**src/rlee_pkg.sv**
```systemverilog
`timescale 1ns / 1ps
// ----------------------------------------------------------------------------
// rlee_pkg
// Shared types, constants and run encoding helpers for the RLE escape encoder.
// ----------------------------------------------------------------------------
package rlee_pkg;

    localparam logic [7:0] RUN_MAX       = 8'd254;
    localparam logic [7:0] ESC_BYTE      = 8'hFF;
    localparam logic [7:0] MIN_PLAIN_RUN = 8'd3;
    localparam logic [7:0] MIN_ESC_RUN   = 8'd2;

    // command queue geometry
    localparam int QUEUE_DEPTH = 4;
    localparam int QPTR_W      = $clog2(QUEUE_DEPTH);

    // one closed run
    typedef struct packed {
        logic [7:0] value;
        logic [7:0] length;
    } t_run;

    // work for the back end from one input item: one or two runs to emit
    typedef struct packed {
        t_run a;
        logic has_b;
        t_run b;
        logic last;
    } t_cmd;

    // number of encoded bytes for a run of value v and length n (n >= 1)
    function automatic logic [1:0] run_nbytes(logic [7:0] v, logic [7:0] n);
        logic [1:0] res;
        if (v == ESC_BYTE) begin
            res = (n >= MIN_ESC_RUN) ? 2'd3 : 2'd2;
        end else begin
            res = (n >= MIN_PLAIN_RUN) ? 2'd3 : n[1:0];
        end
        return res;
    endfunction

    // encoded byte at position idx of a run of value v and length n
    function automatic logic [7:0] run_byte(logic [7:0] v, logic [7:0] n, logic [1:0] idx);
        logic [7:0] res;
        res = v;
        if ((v == ESC_BYTE && n >= MIN_ESC_RUN) || (v != ESC_BYTE && n >= MIN_PLAIN_RUN)) begin
            case (idx)
                2'd0:    res = ESC_BYTE;
                2'd1:    res = n;
                default: res = v;
            endcase
        end
        return res;
    endfunction

endpackage

```
**src/rlee_front.sv**
```systemverilog
`timescale 1ns / 1ps
// ----------------------------------------------------------------------------
// rlee_front
// Accepts input bytes, tracks the open run and queues the runs to be emitted.
// ----------------------------------------------------------------------------
module rlee_front (
    input  logic           i_clk,
    input  logic           i_rst_n,
    input  logic           i_valid,
    input  logic [7:0]     i_in_byte,
    input  logic           i_in_last,
    output logic           o_stall,
    input  logic           i_q_full,
    output logic           o_push,
    output rlee_pkg::t_cmd o_cmd
);

    logic [7:0] r_run_value,  n_run_value;
    logic [7:0] r_run_length, n_run_length;
    logic       accept;
    logic       extend;
    logic       close_run;
    rlee_pkg::t_run run_closed;
    rlee_pkg::t_run run_open;

    assign o_stall = i_q_full;
    assign accept  = i_valid && !i_q_full;

    // classify the byte against the open run
    always_comb begin
        extend = (r_run_length != 8'd0) && (i_in_byte == r_run_value)
                 && (r_run_length < rlee_pkg::RUN_MAX);
        close_run = !extend && (r_run_length != 8'd0);
        run_closed.value  = r_run_value;
        run_closed.length = r_run_length;
        if (extend) begin
            run_open.value  = r_run_value;
            run_open.length = r_run_length + 8'd1;
        end else begin
            run_open.value  = i_in_byte;
            run_open.length = 8'd1;
        end
        if (i_in_last) begin
            n_run_value  = 8'd0;
            n_run_length = 8'd0;
        end else begin
            n_run_value  = run_open.value;
            n_run_length = run_open.length;
        end
    end

    // build the queue command: closed run first, then the flushed run
    always_comb begin
        o_push       = accept && (close_run || i_in_last);
        o_cmd.last   = i_in_last;
        o_cmd.has_b  = close_run && i_in_last;
        o_cmd.a      = close_run ? run_closed : run_open;
        o_cmd.b      = run_open;
    end

    // advance run state on transfer
    always_ff @(posedge i_clk) begin
        if (!i_rst_n) begin
            r_run_value  <= 8'd0;
            r_run_length <= 8'd0;
        end else if (accept) begin
            r_run_value  <= n_run_value;
            r_run_length <= n_run_length;
        end
    end

endmodule

```
**src/rlee_queue.sv**
```systemverilog
`timescale 1ns / 1ps
// ----------------------------------------------------------------------------
// rlee_queue
// Small register queue of run commands between front and back end.
// ----------------------------------------------------------------------------
module rlee_queue (
    input  logic           i_clk,
    input  logic           i_rst_n,
    input  logic           i_push,
    input  rlee_pkg::t_cmd i_cmd,
    output logic           o_full,
    input  logic           i_pop,
    output logic           o_not_empty,
    output rlee_pkg::t_cmd o_head
);

    localparam int CNT_W = rlee_pkg::QPTR_W + 1;

    rlee_pkg::t_cmd              r_mem [rlee_pkg::QUEUE_DEPTH];
    logic [rlee_pkg::QPTR_W-1:0] r_wr_ptr;
    logic [rlee_pkg::QPTR_W-1:0] r_rd_ptr;
    logic [CNT_W-1:0]            r_count;
    logic                        do_push;
    logic                        do_pop;

    assign o_full      = (r_count == CNT_W'(rlee_pkg::QUEUE_DEPTH));
    assign o_not_empty = (r_count != '0);
    assign o_head      = r_mem[r_rd_ptr];
    assign do_push     = i_push && !o_full;
    assign do_pop      = i_pop && o_not_empty;

    // store entries
    always_ff @(posedge i_clk) begin
        if (do_push) begin
            r_mem[r_wr_ptr] <= i_cmd;
        end
    end

    // advance pointers and fill count
    always_ff @(posedge i_clk) begin
        if (!i_rst_n) begin
            r_wr_ptr <= '0;
            r_rd_ptr <= '0;
            r_count  <= '0;
        end else begin
            if (do_push) begin
                r_wr_ptr <= r_wr_ptr + 1'b1;
            end
            if (do_pop) begin
                r_rd_ptr <= r_rd_ptr + 1'b1;
            end
            if (do_push && !do_pop) begin
                r_count <= r_count + 1'b1;
            end else if (do_pop && !do_push) begin
                r_count <= r_count - 1'b1;
            end
        end
    end

endmodule

```
**src/rlee_back.sv**
```systemverilog
`timescale 1ns / 1ps
// ----------------------------------------------------------------------------
// rlee_back
// Walks the queued runs and emits one encoded byte per transfer.
// ----------------------------------------------------------------------------
module rlee_back (
    input  logic           i_clk,
    input  logic           i_rst_n,
    input  logic           i_q_not_empty,
    input  rlee_pkg::t_cmd i_head,
    output logic           o_pop,
    output logic           o_valid,
    input  logic           i_stall,
    output logic [7:0]     o_out_byte,
    output logic           o_item_last,
    output logic           o_stream_last
);

    logic       r_sel,  n_sel;
    logic [1:0] r_idx,  n_idx;
    logic       r_o_valid;
    logic [7:0] r_out_byte;
    logic       r_item_last;
    logic       r_stream_last;
    logic       out_free;
    logic       adv;
    logic       run_end;
    logic       entry_end;
    logic [1:0] nbytes;
    rlee_pkg::t_run cur;

    assign o_valid       = r_o_valid;
    assign o_out_byte    = r_out_byte;
    assign o_item_last   = r_item_last;
    assign o_stream_last = r_stream_last;

    // pick the current run and byte position
    always_comb begin
        cur       = r_sel ? i_head.b : i_head.a;
        nbytes    = rlee_pkg::run_nbytes(cur.value, cur.length);
        out_free  = !r_o_valid || !i_stall;
        adv       = i_q_not_empty && out_free;
        run_end   = (r_idx == (nbytes - 2'd1));
        entry_end = run_end && (r_sel || !i_head.has_b);
        o_pop     = adv && entry_end;
        n_sel     = r_sel;
        n_idx     = r_idx;
        if (adv) begin
            if (run_end) begin
                n_idx = 2'd0;
                n_sel = !entry_end;
            end else begin
                n_idx = r_idx + 2'd1;
            end
        end
    end

    // hold sequencer position and output valid
    always_ff @(posedge i_clk) begin
        if (!i_rst_n) begin
            r_sel     <= 1'b0;
            r_idx     <= 2'd0;
            r_o_valid <= 1'b0;
        end else begin
            r_sel <= n_sel;
            r_idx <= n_idx;
            if (out_free) begin
                r_o_valid <= i_q_not_empty;
            end
        end
    end

    // load the output payload
    always_ff @(posedge i_clk) begin
        if (adv) begin
            r_out_byte    <= rlee_pkg::run_byte(cur.value, cur.length, r_idx);
            r_item_last   <= entry_end;
            r_stream_last <= entry_end && i_head.last;
        end
    end

endmodule

```
**src/rle_escape_encoder_core.sv**
```systemverilog
`timescale 1ns / 1ps
// ----------------------------------------------------------------------------
// rle_escape_encoder_core
// Streaming byte run-length encoder with 0xFF as escape byte.
// ----------------------------------------------------------------------------
// A byte is taken in every cycle while the four-entry run queue has room; a
// byte that only opens or extends a run uses no queue entry. Encoded bytes
// leave one per cycle, while the output is not stalled and the queue holds a
// run, through a registered output, so each closed run yields one to three
// encoded bytes (two runs, up to six bytes, for a final byte that also closes
// a run). Sustained rate is therefore set by the single output byte port,
// most of all when every byte ends a lone escape run. The output port may
// stall freely; the input side stalls only when the queue is full.
module rle_escape_encoder_core (
    input  logic       i_clk,
    input  logic       i_rst_n,
    input  logic       i_valid,
    output logic       o_stall,
    input  logic [7:0] i_in_byte,
    input  logic       i_in_last,
    output logic       o_valid,
    input  logic       i_stall,
    output logic [7:0] o_out_byte,
    output logic       o_item_last,
    output logic       o_stream_last
);

    rlee_pkg::t_cmd push_cmd;
    rlee_pkg::t_cmd head_cmd;
    logic           push;
    logic           q_full;
    logic           pop;
    logic           q_not_empty;

    rlee_front u_front (
        .i_clk     (i_clk),
        .i_rst_n   (i_rst_n),
        .i_valid   (i_valid),
        .i_in_byte (i_in_byte),
        .i_in_last (i_in_last),
        .o_stall   (o_stall),
        .i_q_full  (q_full),
        .o_push    (push),
        .o_cmd     (push_cmd)
    );

    rlee_queue u_queue (
        .i_clk       (i_clk),
        .i_rst_n     (i_rst_n),
        .i_push      (push),
        .i_cmd       (push_cmd),
        .o_full      (q_full),
        .i_pop       (pop),
        .o_not_empty (q_not_empty),
        .o_head      (head_cmd)
    );

    rlee_back u_back (
        .i_clk         (i_clk),
        .i_rst_n       (i_rst_n),
        .i_q_not_empty (q_not_empty),
        .i_head        (head_cmd),
        .o_pop         (pop),
        .o_valid       (o_valid),
        .i_stall       (i_stall),
        .o_out_byte    (o_out_byte),
        .o_item_last   (o_item_last),
        .o_stream_last (o_stream_last)
    );

endmodule
```
**config.mk**
```make
export PLATFORM = sky130hd
export DESIGN_NAME = rle_escape_encoder_core
export DESIGN_NICKNAME = d
export VERILOG_FILES = /design/src/rlee_pkg.sv /design/src/rlee_front.sv /design/src/rlee_queue.sv /design/src/rlee_back.sv /design/src/rle_escape_encoder_core.sv
export SDC_FILE = /design/constraint.sdc
export NUM_CORES = 1
export LEC_CHECK = 0
export BUFFER_PORTS_ARGS = -buffer_cell sky130_fd_sc_hd__buf_2
export CAP_MARGIN = 20
export CORE_ASPECT_RATIO = 0.7
export CORE_MARGIN = 2
export CORE_UTILIZATION = 45
export CTS_CLUSTER_DIAMETER = 40
export DETAILED_ROUTE_END_ITERATION = 16
export GPL_TIMING_DRIVEN = 0
export HOLD_SLACK_MARGIN = 0.12
export PLACE_DENSITY = 0.63
export SETUP_SLACK_MARGIN = 0.5
export SKIP_LAST_GASP = 1
export SLEW_MARGIN = 20
export SYNTH_ARGS = -nofsm -noshare
export SYNTH_HDL_FRONTEND = slang
export SYNTH_SLANG_ARGS = --single-unit
```
**constraint.sdc**
```tcl
create_clock -name i_clk -period 5.7 [get_ports i_clk]
set_input_delay 0.285 -clock i_clk [delete_from_list [all_inputs] [get_ports i_clk]]
set_output_delay 0.285 -clock i_clk [all_outputs]
set_load 0.05 [all_outputs]
```
==> impl_metrics.yaml <==
drt:
  vias: 4250
  antenna_left: 0
  via_per_inst: 5.53
  drtIter0Drc: 318
  routedWlPerCell_um: 20.2
  routed_wirelength_mm: 15.5
  drc_errors: 0
  drtPass1Iterations: 5
global_routing:
  grt_pass1_vias: 4295
  track_usage: 0.185
  grt_pass1_wl_mm: 24.5
  grt_remaining_overflow: 0
  grt_max_degree: 27
  antenna_found_initial: 0
timing:
  final.setup.tns_ps: 0
  slew_headroom: 0.456
  finalCriticalPeriod_ps: 4700
  finClkSkew_ps: 13.9
  max_slew.worst_pin.slew_ps: 816
  final_max_slew_viol_count: 0
  setup_viol: 0
  timing.final.crit_share: 0.825
  hold_ws_ps: 147
  grt_setup_unrepaired: "false"
  hold_viol: 0
  fmax_mhz: 213
cts:
  clkTransAtPathRegs_ps: 70
  post-cts-setup-buffers: 0
  clkLatencyLatePin_ps: 430
  cts.sinks: 175
  cts_tree: "yes"
  htreeDepth: 4
  numCtsBuffers: 17
  cts_buffer_depth: 2
  cts_root_buf: "clkbuf_16"
floorplan:
  die_x_um: 160
  initial_core_util: 0.464
  num_io_pins: 25
  dieHeight_um: 113
  core-area_mm2: 0.0164
  rows: 39
  dieArea_mm2: 0.0180
hold_path:
  hold_class: "in2reg"
  worstHoldStart: "i_in_last"
synth:
  synthDistinctLibCells: 46
  async_flop_share: 0
  synth_edf_count: 146
  synth_area_mm2: 0.00763
  syn_area_per_cell_um2: 15.8
  synth_ff_type: "edfxtp_1"
  synth_top_cell_area_share: 0.574
  yosys-top-cells-area: "edfxtp_1 57%, dfxtp_1 7.6%, mux4_2 5.6%, mux4_1 5.2%, mux2i_1 3.3%"
  synthesis.nets: 505
  yosysTopAreaCell: "edfxtp_1"
  syn-instance-count: 482
  synth_seq_cells: 175
  ys.warnings.count: 0
  synth_seq_area_share: 0.650
layout:
  drive_gt1_frac: 0.204
  layout_common_cells: "146 x edfxtp_1, 29 x dfxtp_1, 28 x buf_2, 27 x nor2_1, 25 x mux2i_1"
  finalNetCount: 553
  final_util: 0.529
  diodes: 0
  syn_to_final_growth_pct: 14.0
  nFillCells: 1344
  mostFrequentLayoutCell: "edfxtp_1"
place:
  io_buffer_count: 24
  gp_congestion: 0.853
  dpl.hpwl_mm: 10.9
pwr:
  p_per_area_mw_per_mm2: 353
  vdd_drop_max_mv: 0.198
  power_leakage_nw: 2.94
flow_run:
  drv_cap: 0
critical_path:
  critPathSlowestCell: "clkbuf_1"
  critPathArrivalTime_ps: 5040
  critical_path_class: "reg2reg"
  endpoint_kind: "flip-flop"
  cpPeakStageDelay_ps: 590
  crit_fanout: 10
  critPathLaunchType: "flip-flop"
  path_cells: "buf_6 > buf_8 > buf_2 > clkbuf_1 > mux4_2 > mux2i_1 > nor4_1 > nand3_1 > nand3_1 > a211oi_4 > inv_1 > ha_1 > inv_1 > fa_1 > xor2_1 > or3_1 > a21boi_0"
  cp.required_ps: 6030
run_status:
  status: "complete, no violations"
==> cell type report <==
type	instances	area [um^2]	area share
Multi-Input combinational cell	263	2480	0.286
Sequential cell	175	4960	0.570
Timing Repair Buffer	29	210	0.0242
Buffer	32	145	0.0167
Tap cell	225	282	0.0323
Inverter	12	45.0	0.00518
Clock inverter	15	146	0.0168
Clock buffer	17	425	0.0489
==> layer usage <==
metal,vias to the layer above,wire (um),global-route usage,share of wire
met5,-,0,0,0
met4,0,87,0.0448,0.0056
met3,8,1030,0.0473,0.066
met2,157,6450,0.257,0.42
met1,2139,7970,0.291,0.51
li1,1946,-,-,-
==> per-stage QoR <==
step                      instances  cell area, um^2  setup WS (ps)  power (mW)
after CTS                       768             8700            759        3.09
after detailed placement        735             8120            775        1.99
after global placement          731             8040            890        1.97
final                           768             8700           1000        3.08
after floorplan                 482             7630           1910        1.86
after global routing            768             8700            688        3.19
==> power by group <==
group / internal (mW) / switching [mW]
registers: 1.48 / 0.0321
logic: 0.148 / 0.306
clock network: 0.583 / 0.530
==> synthesized netlist by cell type (2+ instances only) <==
cell      number
a21boi_0       9
a21o_1         2
a21oi_1       11
a22oi_1        3
and2_1         7
and3_1         2
buf_1          3
buf_2          4
clkbuf_1      23
dfxtp_1       29
edfxtp_1     146
ha_1           9
inv_1         12
mux2_2        15
mux2i_1       25
mux4_1        15
mux4_2        19
nand2_1       15
nand2b_1       4
nand3_1       10
nand3b_1       2
nand4_1        4
nor2_1        27
nor2b_1       16
nor3_1         6
nor3b_1       13
nor4_1         3
o21ai_0        9
or2_2          2
or3_1          2
xnor2_1        5
xor2_1        16
==> worst max-delay path: cells and delay by family (launching register included) <==
| kind | cells | cell delay, ps |
|---|---|---|
| mux | 2 | 460 |
| xor+xnor | 1 | 170 |
| buf+inv | 6 | 1540 |
| fa+ha+maj | 2 | 600 |
| simple gates | 4 | 1140 |
| flops | 1 | 320 |
| compound gates | 2 | 330 |
==> cells by family (layout without fill, tap and decap cells) <==
group	Yosys count	after routing	synth area share
buffers and inverters	44	105	0.0247
flip-flops	175	175	0.650
XOR/XNOR	21	21	0.0241
AND/OR/NAND/NOR	117	117	0.0834
multiplexers	74	74	0.163
adder cells (fa/ha/maj)	10	10	0.0174
AO/OA/AOI/OAI	41	41	0.0374
==> final timing paths <==
path                    endpoint  slack [ps]  cells after the start
min reg2reg       u_back.o_valid         490                      2
max reg2reg   u_queue.r_count[2]        1000                     17
max           u_queue.r_count[2]        1000                     17
min          u_queue.r_mem[2][0]         150                      1
==> registers in the layout, summed over array words and instances, names as in the netlist, named ones only <==
signal	flops
u_back.r_idx	2
u_back.o_stream_last	1
u_queue.r_mem	136
u_back.o_item_last	1
u_queue.r_count	3
u_front.r_run_length	8
u_back.o_valid	1
u_queue.r_wr_ptr	2
u_back.r_sel	1
u_front.r_run_value	8
u_queue.r_rd_ptr	2
u_back.o_out_byte	8
==> repair_timing <==
action / 4_1_cts / 5_1_grt
gates resized for setup: 0 / 3
hold endpoints to repair: 1 / 0
hold buffers: 1 / 0
endpoints found under the setup margin: 0 / 1
Note: power is estimated with default switching activity, not from simulation.
